### src/rtl/mahfs_pkg.sv
// Package for the MPEG audio header frame-size block: widths, header codes and
// the bitrate and sample rate tables. It depends on nothing else.
package mahfs_pkg;

  localparam int unsigned ByteW  = 8;
  localparam int unsigned KbpsW  = 9;
  localparam int unsigned RateW  = 16;
  localparam int unsigned FactW  = 18;
  localparam int unsigned NumW   = 26;
  localparam int unsigned QuotW  = 12;
  localparam int unsigned LenW   = 12;
  localparam int unsigned CntW   = 4;

  localparam logic [ByteW-1:0] SyncByte    = 8'hFF;
  localparam logic [2:0]       SyncBits    = 3'b111;
  localparam logic [1:0]       VerMpeg1    = 2'b11;
  localparam logic [1:0]       VerReserved = 2'b01;
  localparam logic [1:0]       LayerRsvd   = 2'b00;
  localparam logic [3:0]       BidxBad     = 4'hF;
  localparam logic [1:0]       SidxBad     = 2'b11;
  localparam logic [1:0]       SlotLayer1  = 2'd0;

  localparam logic [FactW-1:0] FactLayer1  = 18'd12000;
  localparam logic [FactW-1:0] FactLayer23 = 18'd144000;

  // Bitrate in kbit/s by version group, layer slot (0 is Layer I) and index.
  localparam logic [KbpsW-1:0] KbpsTable [2][4][16] = '{
    '{
      '{9'd0, 9'd32, 9'd64, 9'd96, 9'd128, 9'd160, 9'd192, 9'd224,
        9'd256, 9'd288, 9'd320, 9'd352, 9'd384, 9'd416, 9'd448, 9'd0},
      '{9'd0, 9'd32, 9'd48, 9'd56, 9'd64, 9'd80, 9'd96, 9'd112,
        9'd128, 9'd160, 9'd192, 9'd224, 9'd256, 9'd320, 9'd384, 9'd0},
      '{9'd0, 9'd32, 9'd40, 9'd48, 9'd56, 9'd64, 9'd80, 9'd96,
        9'd112, 9'd128, 9'd160, 9'd192, 9'd224, 9'd256, 9'd320, 9'd0},
      '{default: 9'd0}
    },
    '{
      '{9'd0, 9'd32, 9'd48, 9'd56, 9'd64, 9'd80, 9'd96, 9'd112,
        9'd128, 9'd144, 9'd160, 9'd176, 9'd192, 9'd224, 9'd256, 9'd0},
      '{9'd0, 9'd8, 9'd16, 9'd24, 9'd32, 9'd40, 9'd48, 9'd56,
        9'd64, 9'd80, 9'd96, 9'd112, 9'd128, 9'd144, 9'd160, 9'd0},
      '{9'd0, 9'd8, 9'd16, 9'd24, 9'd32, 9'd40, 9'd48, 9'd56,
        9'd64, 9'd80, 9'd96, 9'd112, 9'd128, 9'd144, 9'd160, 9'd0},
      '{default: 9'd0}
    }
  };

  // Sample rate in Hz by version code and sample rate index.
  localparam logic [RateW-1:0] RateTable [4][4] = '{
    '{16'd11025, 16'd12000, 16'd8000, 16'd0},
    '{16'd0, 16'd0, 16'd0, 16'd0},
    '{16'd22050, 16'd24000, 16'd16000, 16'd0},
    '{16'd44100, 16'd48000, 16'd32000, 16'd0}
  };

endpackage

### src/rtl/mahfs_div.sv
// Bit-serial restoring divider that produces one quotient bit per cycle.
// It depends on mahfs_pkg for its widths.
module mahfs_div (
  input  logic                        clk_i,
  input  logic                        rst_ni,
  input  logic                        start_i,
  input  logic [mahfs_pkg::NumW-1:0]  num_i,
  input  logic [mahfs_pkg::RateW-1:0] den_i,
  output logic                        done_o,
  output logic [mahfs_pkg::QuotW-1:0] quot_o
);

  localparam int unsigned DivW = mahfs_pkg::RateW + mahfs_pkg::QuotW - 1;
  localparam int unsigned CmpW = (DivW > mahfs_pkg::NumW) ? DivW : mahfs_pkg::NumW;

  logic [mahfs_pkg::NumW-1:0]  rem_q;
  logic [DivW-1:0]             div_q;
  logic [mahfs_pkg::QuotW-1:0] quot_q;
  logic [mahfs_pkg::CntW-1:0]  cnt_q;
  logic                        busy_q;
  logic                        done_q;
  logic [CmpW:0]               diff;
  logic                        fits;

  assign diff   = (CmpW+1)'(rem_q) - (CmpW+1)'(div_q);
  assign fits   = ~diff[CmpW];
  assign done_o = done_q;
  assign quot_o = quot_q;

  always_ff @(posedge clk_i or negedge rst_ni) begin
    if (!rst_ni) begin
      busy_q <= 1'b0;
      done_q <= 1'b0;
      cnt_q  <= '0;
    end else begin
      done_q <= 1'b0;
      if (start_i) begin
        busy_q <= 1'b1;
        cnt_q  <= mahfs_pkg::CntW'(mahfs_pkg::QuotW);
      end else if (busy_q) begin
        cnt_q <= cnt_q - 1'b1;
        if (cnt_q == mahfs_pkg::CntW'(1)) begin
          busy_q <= 1'b0;
          done_q <= 1'b1;
        end
      end
    end
  end

  always_ff @(posedge clk_i) begin
    if (start_i) begin
      rem_q  <= num_i;
      div_q  <= {den_i, (mahfs_pkg::QuotW-1)'(0)};
      quot_q <= '0;
    end else if (busy_q) begin
      if (fits) begin
        rem_q <= diff[mahfs_pkg::NumW-1:0];
      end
      div_q  <= div_q >> 1;
      quot_q <= {quot_q[mahfs_pkg::QuotW-2:0], fits};
    end
  end

endmodule

### src/rtl/mpeg_audio_header_frame_size.sv
// MPEG audio header check and frame length. An invalid header, or a valid one whose
// rate bits match the stored ones, gives its result in the cycle after the transfer; a
// changed header runs StLoad, StDiv (12-step bit-serial divider in mahfs_div) and StFin,
// which waits for a free output. One header at a time. Depends on mahfs_pkg and mahfs_div.
module mpeg_audio_header_frame_size (
  input  logic                         clk_i,
  input  logic                         rst_ni,
  input  logic                         in_valid_i,
  output logic                         in_ready_o,
  input  logic [mahfs_pkg::ByteW-1:0]  hdr_byte0_i,
  input  logic [mahfs_pkg::ByteW-1:0]  hdr_byte1_i,
  input  logic [mahfs_pkg::ByteW-1:0]  hdr_byte2_i,
  output logic                         out_valid_o,
  input  logic                         out_ready_i,
  output logic                         header_valid_o,
  output logic                         header_changed_o,
  output logic [mahfs_pkg::LenW-1:0]   frame_bytes_o
);

  typedef enum logic [1:0] {
    StIdle,
    StLoad,
    StDiv,
    StFin
  } state_e;

  state_e                         state_q;
  logic [mahfs_pkg::ByteW-1:0]    last_q;
  logic [mahfs_pkg::LenW-1:0]     len_q;
  logic [mahfs_pkg::KbpsW-1:0]    kbps_q;
  logic [mahfs_pkg::FactW-1:0]    fact_q;
  logic [mahfs_pkg::RateW-1:0]    rate_q;
  logic                           layer1_q;
  logic                           pad_q;
  logic [mahfs_pkg::ByteW-1:0]    b2_q;
  logic                           out_valid_q;
  logic                           hv_q;
  logic                           hc_q;
  logic [mahfs_pkg::LenW-1:0]     fb_q;

  logic [1:0]                     ver;
  logic [1:0]                     lcode;
  logic [1:0]                     slot;
  logic                           group;
  logic                           hdr_ok;
  logic                           changed;
  logic                           out_free;
  logic                           in_xfer;
  logic [mahfs_pkg::NumW-1:0]     num;
  logic                           div_done;
  logic [mahfs_pkg::QuotW-1:0]    quot;
  logic [mahfs_pkg::LenW-1:0]     new_len;

  assign ver   = hdr_byte1_i[4:3];
  assign lcode = hdr_byte1_i[2:1];
  assign slot  = 2'd3 - lcode;
  assign group = (ver != mahfs_pkg::VerMpeg1);

  assign hdr_ok = (hdr_byte0_i == mahfs_pkg::SyncByte)
               && (hdr_byte1_i[7:5] == mahfs_pkg::SyncBits)
               && (ver != mahfs_pkg::VerReserved)
               && (lcode != mahfs_pkg::LayerRsvd)
               && (hdr_byte2_i[7:4] != mahfs_pkg::BidxBad)
               && (hdr_byte2_i[3:2] != mahfs_pkg::SidxBad);
  assign changed = hdr_ok && (hdr_byte2_i[7:2] != last_q[7:2]);

  assign out_free   = !out_valid_q || out_ready_i;
  assign in_ready_o = (state_q == StIdle) && out_free;
  assign in_xfer    = in_valid_i && in_ready_o;

  assign num = mahfs_pkg::NumW'(kbps_q) * mahfs_pkg::NumW'(fact_q);

  assign new_len = layer1_q ? mahfs_pkg::LenW'((quot + mahfs_pkg::QuotW'(pad_q)) << 2)
                            : mahfs_pkg::LenW'(quot + mahfs_pkg::QuotW'(pad_q));

  mahfs_div u_div (
    .clk_i  (clk_i),
    .rst_ni (rst_ni),
    .start_i(state_q == StLoad),
    .num_i  (num),
    .den_i  (rate_q),
    .done_o (div_done),
    .quot_o (quot)
  );

  assign out_valid_o      = out_valid_q;
  assign header_valid_o   = hv_q;
  assign header_changed_o = hc_q;
  assign frame_bytes_o    = fb_q;

  always_ff @(posedge clk_i or negedge rst_ni) begin
    if (!rst_ni) begin
      state_q     <= StIdle;
      last_q      <= mahfs_pkg::SyncByte;
      len_q       <= '0;
      out_valid_q <= 1'b0;
      hv_q        <= 1'b0;
      hc_q        <= 1'b0;
      fb_q        <= '0;
      kbps_q      <= '0;
      fact_q      <= '0;
      rate_q      <= '0;
      layer1_q    <= 1'b0;
      pad_q       <= 1'b0;
      b2_q        <= '0;
    end else begin
      if (out_valid_q && out_ready_i) begin
        out_valid_q <= 1'b0;
      end
      case (state_q)
        StIdle: begin
          if (in_xfer) begin
            if (changed) begin
              kbps_q   <= mahfs_pkg::KbpsTable[group][slot][hdr_byte2_i[7:4]];
              fact_q   <= (slot == mahfs_pkg::SlotLayer1) ? mahfs_pkg::FactLayer1
                                                          : mahfs_pkg::FactLayer23;
              rate_q   <= mahfs_pkg::RateTable[ver][hdr_byte2_i[3:2]];
              layer1_q <= (slot == mahfs_pkg::SlotLayer1);
              pad_q    <= hdr_byte2_i[1];
              b2_q     <= hdr_byte2_i;
              state_q  <= StLoad;
            end else begin
              out_valid_q <= 1'b1;
              hv_q        <= hdr_ok;
              hc_q        <= 1'b0;
              fb_q        <= len_q;
            end
          end
        end
        StLoad: begin
          state_q <= StDiv;
        end
        StDiv: begin
          if (div_done) begin
            state_q <= StFin;
          end
        end
        StFin: begin
          if (out_free) begin
            len_q       <= new_len;
            last_q      <= b2_q;
            out_valid_q <= 1'b1;
            hv_q        <= 1'b1;
            hc_q        <= 1'b1;
            fb_q        <= new_len;
            state_q     <= StIdle;
          end
        end
        default: begin
          state_q <= StIdle;
        end
      endcase
    end
  end

endmodule

### config.mk
export PLATFORM = sky130hd
export DESIGN_NAME = mpeg_audio_header_frame_size
export DESIGN_NICKNAME = d
export VERILOG_FILES = /design/src/rtl/mahfs_pkg.sv /design/src/rtl/mahfs_div.sv /design/src/rtl/mpeg_audio_header_frame_size.sv
export SDC_FILE = /design/constraint.sdc
export NUM_CORES = 1
export LEC_CHECK = 0
export ABC_AREA = 1
export BUFFER_PORTS_ARGS = -buffer_cell sky130_fd_sc_hd__buf_4
export CAP_MARGIN = 0
export CORE_MARGIN = 4
export CORE_UTILIZATION = 25
export CTS_CLUSTER_SIZE = 14
export DETAILED_ROUTE_END_ITERATION = 10
export PLACE_DENSITY_LB_ADDON = 0.15
export SKIP_CTS_REPAIR_TIMING = 1
export SLEW_MARGIN = 10
export SYNTH_ARGS = -nofsm -noshare
export SYNTH_HDL_FRONTEND = slang
export SYNTH_HIERARCHICAL = 1
export SYNTH_SLANG_ARGS = --single-unit
### constraint.sdc
create_clock -name clk_i -period 6.99 [get_ports clk_i]
set_input_delay 1.398 -clock clk_i [delete_from_list [all_inputs] [get_ports clk_i]]
set_output_delay 1.398 -clock clk_i [all_outputs]
set_load 0.005 [all_outputs]
-- Word-level counts from Yosys, hierarchy flattened
Index checks and enable logic that the tools add are counted.
- add/sub/neg operators: 4
- multiply operators: 1
- divide/modulo/power cells: 0
- magnitude comparators: 5
- equal/unequal tests: 17
- shift-type cells: 0
- muxes and demuxes: 51
- bitwise gates (word level): 6
- reductions and logical operators: 21
- operator list (kind ; number):
    576-bit two-way mux ; 2
    556-bit two-way mux ; 1
    144-bit binary-select mux with 2-bit select ; 1
    144-bit two-way mux ; 2
    64-bit binary-select mux with 2-bit select ; 1
    64-bit two-way mux ; 2
    26-bit two-way mux ; 3
    27-bit two-way mux ; 2
    12-bit two-way mux ; 4
    9-bit binary-select mux with 4-bit select ; 1
    16-bit binary-select mux with 2-bit select ; 1
    16-bit two-way mux ; 2
    26-bit by 27-bit subtractor with 28-bit output ; 1
    9-bit by 18-bit multiplier with 26-bit output ; 1
    12-bit case mux with 2 select lines ; 1
    18-bit two-way mux ; 1
    9-bit two-way mux ; 2
    1-bit two-way mux ; 15
    12-bit by 1-bit adder with 12-bit output ; 1
    2-bit != test (second input constant) ; 6
    3-bit greater-or-equal comparator (second input constant) ; 3
    1-bit logical AND ; 9
    2-bit inverter with 3-bit output ; 3
    8-bit equality test (second input constant) ; 1
    25 further kinds ; 39
- bits in registers: 161
- bits in latches: 0
- memory bits (writable): 0
- bits in read-only memories: 0
- output and inout bits: 16
- memories: 0

-- Logic depth before layout (Yosys ltp)
Gate-level depths: netlist of run 1.
- depth after elaboration: 11
- depth in mapped cells: 23
- mapped depth without buffers: 21

-- Cells and area by module
The synthesis of run 1 kept the hierarchy.
- by module, submodules not included (module ; times used ; cells an instance ; area each (sq um)):
    mpeg_audio_header_frame_size ; 1 ; 829 ; 5920.7
    mahfs_div ; 1 ; 660 ; 4665.7

-- Least setup slack after synthesis of run 1
OpenSTA, ideal clock, no wires.
- path type: reg2reg
- start point: register fact_q[11] (netlist bit)
- end point: register u_div/rem_q[25] (netlist bit) (data pin)
- setup time: 253 ps
- data arrival time: 3846 ps
- path slack: 2890 ps
- stages on the path, launching flop included: 22
- path buffers: 2
- clock period less this slack: 4100 ps
- cells stage by stage: dfrtp_1 buf_2 clkbuf_1 nand2_1 fa_1 inv_1 fa_1 inv_1 fa_1 inv_1 ha_1 ha_1 nand2_1 nor2_1 o21ai_0 nand3_1 nand2_1 nand2_1 nand2_1 nand2_1 nand2_1 nand2_1
- cells in the longest elaborated chain, start to end: 2
- RTL lines (element ; line ; text):
    start: declaration ; mpeg_audio_header_frame_size.sv:31 ; logic [mahfs_pkg::FactW-1:0] fact_q;
    start signal: assignment ; mpeg_audio_header_frame_size.sv:115 ; fact_q <= (slot == mahfs_pkg::SlotLayer1) ? mahfs_pkg::FactLayer1
    9-bit by 18-bit multiplier with 26-bit output ; mpeg_audio_header_frame_size.sv:71 ; assign num = mahfs_pkg::NumW'(kbps_q) * mahfs_pkg::NumW'(fact_q);
    named net num (one bit) ; mpeg_audio_header_frame_size.sv:49 ; logic [mahfs_pkg::NumW-1:0] num;
    26-bit two-way mux ; mahfs_div.sv:51 ; if (start_i) begin
    end signal: assignment ; mahfs_div.sv:52 ; rem_q <= num_i;
    end signal: assignment ; mahfs_div.sv:57 ; rem_q <= diff[mahfs_pkg::NumW-1:0];
    end: declaration ; mahfs_div.sv:16 ; logic [mahfs_pkg::NumW-1:0] rem_q;
The timed path passes the listed nets, and every way through them passes these cells.
A chain may end at the register's enable or synchronous reset.

-- Final worst setup path of run 1
Same ends and word-level chain as after synthesis.

==> impl_metrics.toml, run 1 <==
[outcome]
status = "complete, no violations"

[die]
start_util_pct = 25.2
die-area_mm2 = 0.0457
io-pin-count = 44
die_height_um = 214
coreArea_mm2 = 0.0419
rows = 75
die_w_um = 214

[placed_design]
dp_cells = 2044
placement.io_buffers = 41
dp.final_hpwl_um = 22000
place.gp.congestion = 0.797

[critical_path]
critPathMaxStageDelay_ns = 0.72
end_kind = "register"
cp_max_fo = 16
cp_common_cell = "nand2_1"
critPathSlowestCell = "dfrtp_1"
crit_arrival_ns = 4.80
critical_path_required_ns = 7.18
crit_chain = "nand2_1 -> nand2_1 -> nand2_1 -> inv_1 -> ha_1 -> fa_1 -> inv_1 -> fa_1 -> inv_1 -> ha_1 -> ha_1 -> inv_1 -> nor3_1 -> o21ai_0 -> nand3_1 -> nand2_1 -> nand3_1 -> nand2_1 -> nand2_1 -> nand2_1"
critical_path_class = "reg -> reg"
crit_buf_inv = 4
cp_top_family = "adder cells"
critPathLaunchType = "register"

[route]
routed_wl_um = 28200
antenna_left = 0
highest_layer = "met4"
drc = 0
drtIter0Drc = 455
drt_pass1_iterations = 5
wl_met3_um = 584
wl_met1_um = 14900
dr_wl_met2_um = 12400
vias_per_cell = 4.31
vias = 8957
routedWlPerCell_um = 13.6

[timing]
drv_slew = 0
hold_viol = 0
slew-limit-headroom_pct = 35.4
grt_setup_unrepaired = "no"
worst_slew_pin_slew_ns = 0.968
period_share_pct = 65.9
setup_viol = 0
fmax_mhz = 217
fin_crit_ns = 4.61
tns_ns = 0
skew_ns = 0.0137

[global_route]
grt_first_pass_wirelength_um = 47600
overflow = 0
grt_use_total_pct = 13.0
grt_start_max_net_pins = 72
grt_antenna_before_repair = 0
grt_pass1_vias = 9172

[power_and_ir_drop]
power_uw = 4670
pwr-share-seq_pct = 28.2
combPwrFrac_pct = 53.7
p_int_uw = 2480
sw_frac_of_total_pct = 46.9
pwr_density_cell_mw_per_mm2 = 390
leakagePower_uw = 0.00622
clockPowerShare_pct = 18.1
peakVddDrop_mv = 0.168
switchingPower_uw = 2190

[yosys]
post-synth-top-count-cell = "nand2_1"
synth_area_leaders = "nand2_1 17%, dfrtp_1 15%, edfxtp_1 12%"
synth_ff_type = "dfrtp_1"
synth-seq-cells = 136
avgSynthCellArea_um2 = 7.11
yosys.area.top_type = "nand2_1"
syn_area_mm2 = 0.0106
postSynthCellCount = 1489
synth_edf_count = 42
ys_warn_count = 6
seq_area_frac_synth_pct = 33.1
synth_common_cells = "489 x nand2_1, 237 x inv_1, 111 x nand3_1"
synth_top_cell_area_share_pct = 17.3
synthArstFlopShare_pct = 52.2
yosysUniqueCellTypes = 52

[cts]
cts_buffer_depth = 2
htreeDepth = 4
cts_sinks = 136
cts_tree = "yes"
clk_pin_slew_worst_paths_ns = 0.07
cts_made_buffers = 17
insertion_delay_ns = 0.45
cts_root_buf = "clkbuf_16"

[layout]
final_nets = 1664
num-fill-cells = 4577
layoutNonFillerInstCount = 2076
area_growth_pct = 13.1
antenna_cells = 0
drive_gt1_share_pct = 8.85

[min_path]
hold_path.class = "reg -> reg"

[flow_run]
drv_cap = 0
==> stage by stage <==
stage	hold WS (ns)	worst slack [ns]	utilization (%)	cell area (um2)
final	0.474	2.38	28.6	12000
after global routing	0.502	1.97	28.6	12000
after CTS	0.480	2.29	28.6	12000
after detailed placement	0.464	2.31	27.3	11400
after global placement	0.450	2.26	27.3	11400
after floorplan	0.432	2.89	-	10600
==> registers in the layout, summed over array words and instances (netlist names), 6 cells and up <==
signal         cells
u_div/div_q       27
u_div/rem_q       26
rate_q            14
frame_bytes_o     12
len_q             12
u_div/quot_o      12
b2_q               7
kbps_q             6
last_q             6
==> layout make-up <==
type / count / area (um2) / area share, %
Tap cell: 539 / 674 / 5.63
Clock inverter: 12 / 96.3 / 0.804
Timing Repair Buffer: 45 / 338 / 2.82
Inverter: 249 / 937 / 7.82
Sequential cell: 136 / 3510 / 29.3
Clock buffer: 20 / 447 / 3.73
Multi-Input combinational cell: 1075 / 5980 / 49.9
==> placed cells by master (no fill, tap or decap), types with 4 or more instances in the layout <==
cell type,n
a21o_1,5
nor2_2,6
o22ai_1,21
inv_1,237
or2_1,5
or2_2,7
dfxtp_1,23
buf_4,45
nand2_2,14
conb_1,9
fa_1,22
a31oi_1,4
nand2_1,489
nor3_1,10
nand3_1,111
nand3_2,5
dfrtp_1,65
clkbuf_16,17
inv_2,10
xor2_1,12
edfxtp_1,42
dfstp_2,6
nand4_1,15
clkinv_4,5
a21oi_1,32
o21ai_0,83
xnor2_1,5
ha_1,89
nor2_1,78
o21ai_1,16
nand3b_1,10
==> power by group through the flow <==
stage	clock (uW)	combinational [uW]	sequential, uW
floorplan	0	1880	1300
global placement	0	2550	1330
detailed placement	0	2550	1330
CTS	879	2570	1320
global route	911	2920	1350
finish	847	2510	1320
==> kinds of logic after synthesis <==
logic type	count (synthesis)	share of synthesized area, %
AOI/OAI and AO/OA	173	8.92
xor gates and xnor gates	17	1.41
adders and majority gates	112	14.8
buffers and inverters	286	10.7
DFF	136	33.1
other	1	0.0354
and+or+nand+nor	764	31.0
==> layer usage <==
layer,vias to the layer above,GRT usage [%]
li1,4797,-
met3,14,2.28
met1,4059,18.7
met4,0,3.05
met5,-,0
met2,87,20.3
==> tightest hold or removal path: stages (launching register included) <==
cell and delay (ns):
dfrtp_1 0.34, nand2_1 0.05, nand2_1 0.05
==> worst paths after layout <==
kind,from,depth (start not counted),to,slack (ns)
max,fact_q[11],20,u_div/rem_q[25],2.38
min,frame_bytes_o[0],2,frame_bytes_o[0],0.47
max reg2reg,fact_q[11],20,u_div/rem_q[25],2.38
min reg2reg,frame_bytes_o[0],2,frame_bytes_o[0],0.47
max in group asynchronous,rst_ni,1,rate_q[13],5.25
min in group asynchronous,rst_ni,1,u_div/done_o,1.09
Power figures use the tool's default switching activity.
==> inputs of run 2 (changes only) <==
Clock period 6.99 ns to 4.25 ns, I/O delays scaled along.
==> run 2 against run 1 <==
Worst setup slack got worse by 2.1 ns. Combinational power increased by 67%. Power increased by 66%. Critical endpoint is now u_div/rem_q[21]. First-iteration DRC count decreased by 15%. Die area unchanged. Final cell count increased by 0.87%. Register-to-register slack got worse by 2.1 ns. Sequential share of layout area decreased by 0.44 points. Worst hold slack got worse by 0.018 ns.
==> impl_metrics.toml, run 2 (synthesis gave the netlist of run 1 again) <==
[outcome]
status = "complete, no violations"

[layout]
final_nets = 1682
final_cell_mix = "486 x nand2_1, 237 x inv_1, 110 x nand3_1"
drive_gt1_share_pct = 10.5
area_growth_pct = 14.9
final_cell_area_mm2 = 0.0122
antenna_cells = 0
largest_reg_flops = 27
final_common_cell = "nand2_1"
largest_register = "u_div/div_q"
layoutNonFillerInstCount = 2094
largestRegisters = "u_div/div_q (27), u_div/rem_q (26), rate_q (14)"

[power_and_ir_drop]
p_int_uw = 4100
sw_frac_of_total_pct = 47.0
leakagePower_uw = 0.00632
clockPowerShare_pct = 17.8
switchingPower_uw = 3640
combPwrFrac_pct = 54.1
peakVddDrop_mv = 0.288
pwr_density_cell_mw_per_mm2 = 636
pwr-share-seq_pct = 28.0

[cts]
clk_pin_slew_worst_paths_ns = 0.07
htreeDepth = 4
insertion_delay_ns = 0.45
cts_sinks = 136
cts_tree = "yes"
cts_root_buf = "clkbuf_16"
cts_made_buffers = 17
cts_buffer_depth = 2

[timing]
worst_slew_pin_slew_ns = 0.747
holdWs_ns = 0.456
fmax_mhz = 249
drv_slew = 0
setup_viol = 0
hold_viol = 0
slew-limit-headroom_pct = 50.1
worst_slack_ns = 0.234
period_share_pct = 94.5
skew_ns = 0.0143
fin_crit_ns = 4.02

[critical_path]
critPathMaxStageDelay_ns = 0.52
cp_max_fo = 8
end_kind = "register"
crit_chain = "nand2_4 -> nand2_1 -> nand2_1 -> inv_1 -> ha_1 -> fa_1 -> inv_1 -> fa_1 -> inv_1 -> ha_1 -> ha_4 -> inv_1 -> o21ai_1 -> a21oi_1 -> nand3_2 -> buf_4 -> xor2_1 -> nand2_1 -> nand2_1"
crit_start = "fact_q[11]"
reg2reg_depth = 19
reg2reg_slack_ns = 0.23
critical_path_required_ns = 4.44
crit_arrival_ns = 4.21
rr_startpoint = "fact_q[11]"
endpoint = "u_div/rem_q[21]"
critPathSlowestCell = "fa_1"
reg2reg_to = "u_div/rem_q[21]"
critical_path_class = "reg -> reg"
critPathLaunchType = "register"

[placed_design]
dp_slack_ns = 0.0478
place.gp.congestion = 0.799
placement.io_buffers = 41
dp.final_hpwl_um = 22500
dpl_cell_area_mm2 = 0.0116
dp_cells = 2061

[global_route]
grt_start_max_net_pins = 53
grt_use_total_pct = 13.1
grt_pass1_vias = 9156
overflow = 0
grt_antenna_before_repair = 0
grt_first_pass_wirelength_um = 47600

[route]
drtIter0Drc = 386
antenna_left = 0
drt_pass1_iterations = 5
vias = 9109
routedWlPerCell_um = 13.8
vias_per_cell = 4.35
routed_wl_um = 28800
drc = 0

[die]
rows = 75
die_w_um = 214
start_util_pct = 25.2
coreArea_mm2 = 0.0419
die_height_um = 214
die-area_mm2 = 0.0457
io-pin-count = 44

[flow_run]
drv_cap = 0

[min_path]
hold_path.class = "in -> async"
## run 2: how the worst min path moves through the flow
stage | startpoint | end | slack [ns] | depth (start not counted)
2_1_floorplan | u_div/div_q[0] | u_div/div_q[0] | 0.43 | 2
3_3_place_gp | u_div/div_q[0] | u_div/div_q[0] | 0.46 | 2
3_5_place_dp | frame_bytes_o[8] | frame_bytes_o[8] | 0.46 | 2
4_1_cts | rst_ni | len_q[9] | 0.46 | 1
5_1_grt | rst_ni | len_q[9] | 0.50 | 1
6_report | rst_ni | len_q[9] | 0.46 | 1
## run 2: cell type report
class | instances | area, um2
flip-flops and latches | 136 | 3510
inverters | 249 | 937
clock buffers | 20 | 447
well taps | 539 | 674
repair buffers | 63 | 473
clock inverters | 12 | 96.3
multi-input cells | 1075 | 6030
fillers | 4610 | 29800
## run 2: critical path, delay by kind of cell (launching register included)
family / cells / cell delay, ns
AO/OA/AOI/OAI: 2 / 0.31
XOR/XNOR: 1 / 0.14
adder cells (fa/ha/maj): 5 / 1.91
buffers and inverters: 5 / 0.42
flip-flops: 1 / 0.48
AND/OR/NAND/NOR: 6 / 0.49
## run 2: power groups by stage
stage / clock network (uW) / logic, uW / registers (uW)
6_report: 1380 / 4190 / 2170
5_1_grt: 1500 / 4840 / 2220
2_1_floorplan: 0 / 3090 / 2140
3_3_place_gp: 0 / 4210 / 2190
4_1_cts: 1440 / 4260 / 2170
3_5_place_dp: 0 / 4250 / 2200
## run 2: per-stage QoR
step	total power [uW]	setup TNS, ns	util [%]
final	7740	0	29.0
after global routing	8570	-0.00557	29.0
after global placement	6400	0	27.6
after floorplan	5240	0	-
after CTS	7880	0	28.9
after detailed placement	6440	0	27.6
## run 2: metal layers
metal / vias up / share of wire [%] / global-route usage, %
li1: 4830 / - / -
met1: 4175 / 52 / 18.3
met2: 85 / 45 / 20.9
met3: 19 / 2.2 / 2.33
met4: 0 / 1.2 / 3.47
met5: - / 0 / 0
==> inputs of run 3 (changes only) <==
Settings changed: ABC_AREA 1 to not set.
==> run 3 against run 2 <==
Core utilization rose by 1.3 points. Global-route usage decreased by 1.2 points. Flip-flop and latch count did not move. Combinational power down 10%. Critical path depth decreased by 6. Die area decreased by 3.6%. Critical path type unchanged. Highest routed layer unchanged.
==> impl_metrics.toml, run 3 <==
[timing]
period_share_pct = 96.5
slew-limit-headroom_pct = 32.6
skew_ns = 0.0289
setup_viol = 0
fmax_mhz = 244
worst_slew_pin_slew_ns = 1.01
grt_setup_unrepaired = "yes"
drv_slew = 0
hold_viol = 0
holdWs_ns = 0.470
fin_crit_ns = 4.10

[yosys]
synth_ff_type = "dfrtp_1"
synth_top_cell_area_share_pct = 16.0
syn_area_mm2 = 0.0102
synthArstFlopShare_pct = 52.2
seq_area_frac_synth_pct = 34.4
yosysUniqueCellTypes = 81
synth_area_leaders = "dfrtp_1 16%, edfxtp_1 12%, ha_1 11%"
post-synth-top-count-cell = "nand2_1"
postSynthCellCount = 1089
synth_common_cells = "116 x nand2_1, 90 x ha_1, 90 x inv_1"
yosys.area.top_type = "dfrtp_1"
avgSynthCellArea_um2 = 9.36
synth_edf_count = 42
ys_warn_count = 6
synth-seq-cells = 136

[global_route]
grt_first_pass_wirelength_um = 42800
grt_start_max_net_pins = 72
grt_pass1_vias = 8044
overflow = 0
grt_antenna_before_repair = 0
grt_use_total_pct = 11.9

[layout]
largest_register = "u_div/div_q"
drive_gt1_share_pct = 19.1
antenna_cells = 0
final_common_cell = "nand2_1"
final_cell_mix = "111 x nand2_1, 85 x inv_1, 80 x buf_4"
largestRegisters = "u_div/div_q (27), u_div/rem_q (26), rate_q (14)"
final_nets = 1282
area_growth_pct = 19.0
largest_reg_flops = 27

[critical_path]
cp_top_family = "adder cells"
cp_max_fo = 8
critPathMaxStageDelay_ns = 0.60
crit_chain = "and2_4 -> fa_1 -> fa_1 -> fa_1 -> ha_4 -> ha_4 -> and3_4 -> a2111oi_4 -> buf_4 -> o21bai_1 -> xor2_1 -> nand2_1 -> o21ai_1"
critPathSlowestCell = "fa_1"
end_kind = "register"
critical_path_class = "reg -> reg"
crit_buf_inv = 1
crit_arrival_ns = 4.27
cp_common_cell = "fa_1"
critical_path_required_ns = 4.41
critPathLaunchType = "register"

[placed_design]
dp.final_hpwl_um = 18900
place.gp.congestion = 0.726
placement.io_buffers = 41

[die]
die_w_um = 210
rows = 73
coreArea_mm2 = 0.0400
die-area_mm2 = 0.0441
io-pin-count = 44
start_util_pct = 25.5
die_height_um = 210

[min_path]
hold_path.class = "reg -> reg"

[cts]
cts_root_buf = "clkbuf_16"
cts_tree = "yes"
clk_pin_slew_worst_paths_ns = 0.07
cts_made_buffers = 17
cts_sinks = 136
htreeDepth = 4
cts_buffer_depth = 2
insertion_delay_ns = 0.44

[route]
vias = 7830
routedWlPerCell_um = 15.2
drc = 0
drt_pass1_iterations = 5
vias_per_cell = 4.66
drtIter0Drc = 428
antenna_left = 0
routed_wl_um = 25500

[power_and_ir_drop]
power_uw = 7610
peakVddDrop_mv = 0.406
pwr_density_cell_mw_per_mm2 = 628
leakagePower_uw = 0.00548

[flow_run]
drv_cap = 0

[outcome]
status = "complete, no violations"
-- run 3: path summary, 6_finish.rpt --
path	from	to	slack, ns	cells past startpoint
max reg2reg	fact_q[11]	u_div/rem_q[19]	0.15	13
max in group asynchronous	rst_ni	fact_q[13]	3.02	1
max	fact_q[11]	u_div/rem_q[19]	0.15	13
min	len_q[11]	len_q[11]	0.47	2
min reg2reg	len_q[11]	len_q[11]	0.47	2
min in group asynchronous	rst_ni	frame_bytes_o[9]	0.53	1
-- run 3: where the power goes --
group / switching, uW / leakage (uW) / internal, uW
sequential: 273 / 0.00155 / 2030
combinational: 2240 / 0.00364 / 1520
clock: 660 / 0.000293 / 891
total: 3170 / 0.00548 / 4440
-- run 3: layer usage --
metal | up-vias | part of all wire [%] | GRT usage (%)
met5 | - | 0 | 0
met2 | 84 | 45 | 18.3
met3 | 10 | 2.3 | 2.09
met4 | 0 | 0.64 | 2.50
li1 | 3980 | - | -
met1 | 3756 | 52 | 17.6
-- run 3: cell type report --
type / count / area, um2
Timing Repair Buffer: 80 / 601
Fill cell: 4251 / 27900
Clock inverter: 15 / 181
Tap cell: 525 / 657
Multi-Input combinational cell: 814 / 6400
Clock buffer: 17 / 425
Sequential cell: 136 / 3510
Inverter: 93 / 352
-- run 3: metrics by stage --
step	TNS, ns	instances	setup WS [ns]	area [um2]	utilization, %
floorplan	-0.00726	1097	-0.00726	10300	-
global placement	-0.493	1647	-0.112	11300	28.2
detailed placement	-0.420	1647	-0.102	11300	28.2
CTS	-0.643	1679	-0.144	11900	29.7
global route	-0.0134	1680	-0.00982	12100	30.3
finish	0	1680	0.147	12100	30.3
-- run 3: cell families after synthesis --
group | Yosys count | share of synthesized area (%)
other cells | 1 | 0.0368
buf+inv | 147 | 5.97
mux | 88 | 9.52
compound gates | 258 | 16.8
simple gates | 299 | 13.8
xor+xnor | 48 | 4.13
flops | 136 | 34.4
fa+ha+maj | 112 | 15.4
-- run 3: worst min-delay path: cells and delay by family, from the launching register on --
| kind | cells | cell delay, ns |
|---|---|---|
| AND/OR/NAND/NOR | 2 | 0.10 |
| flip-flops | 1 | 0.34 |
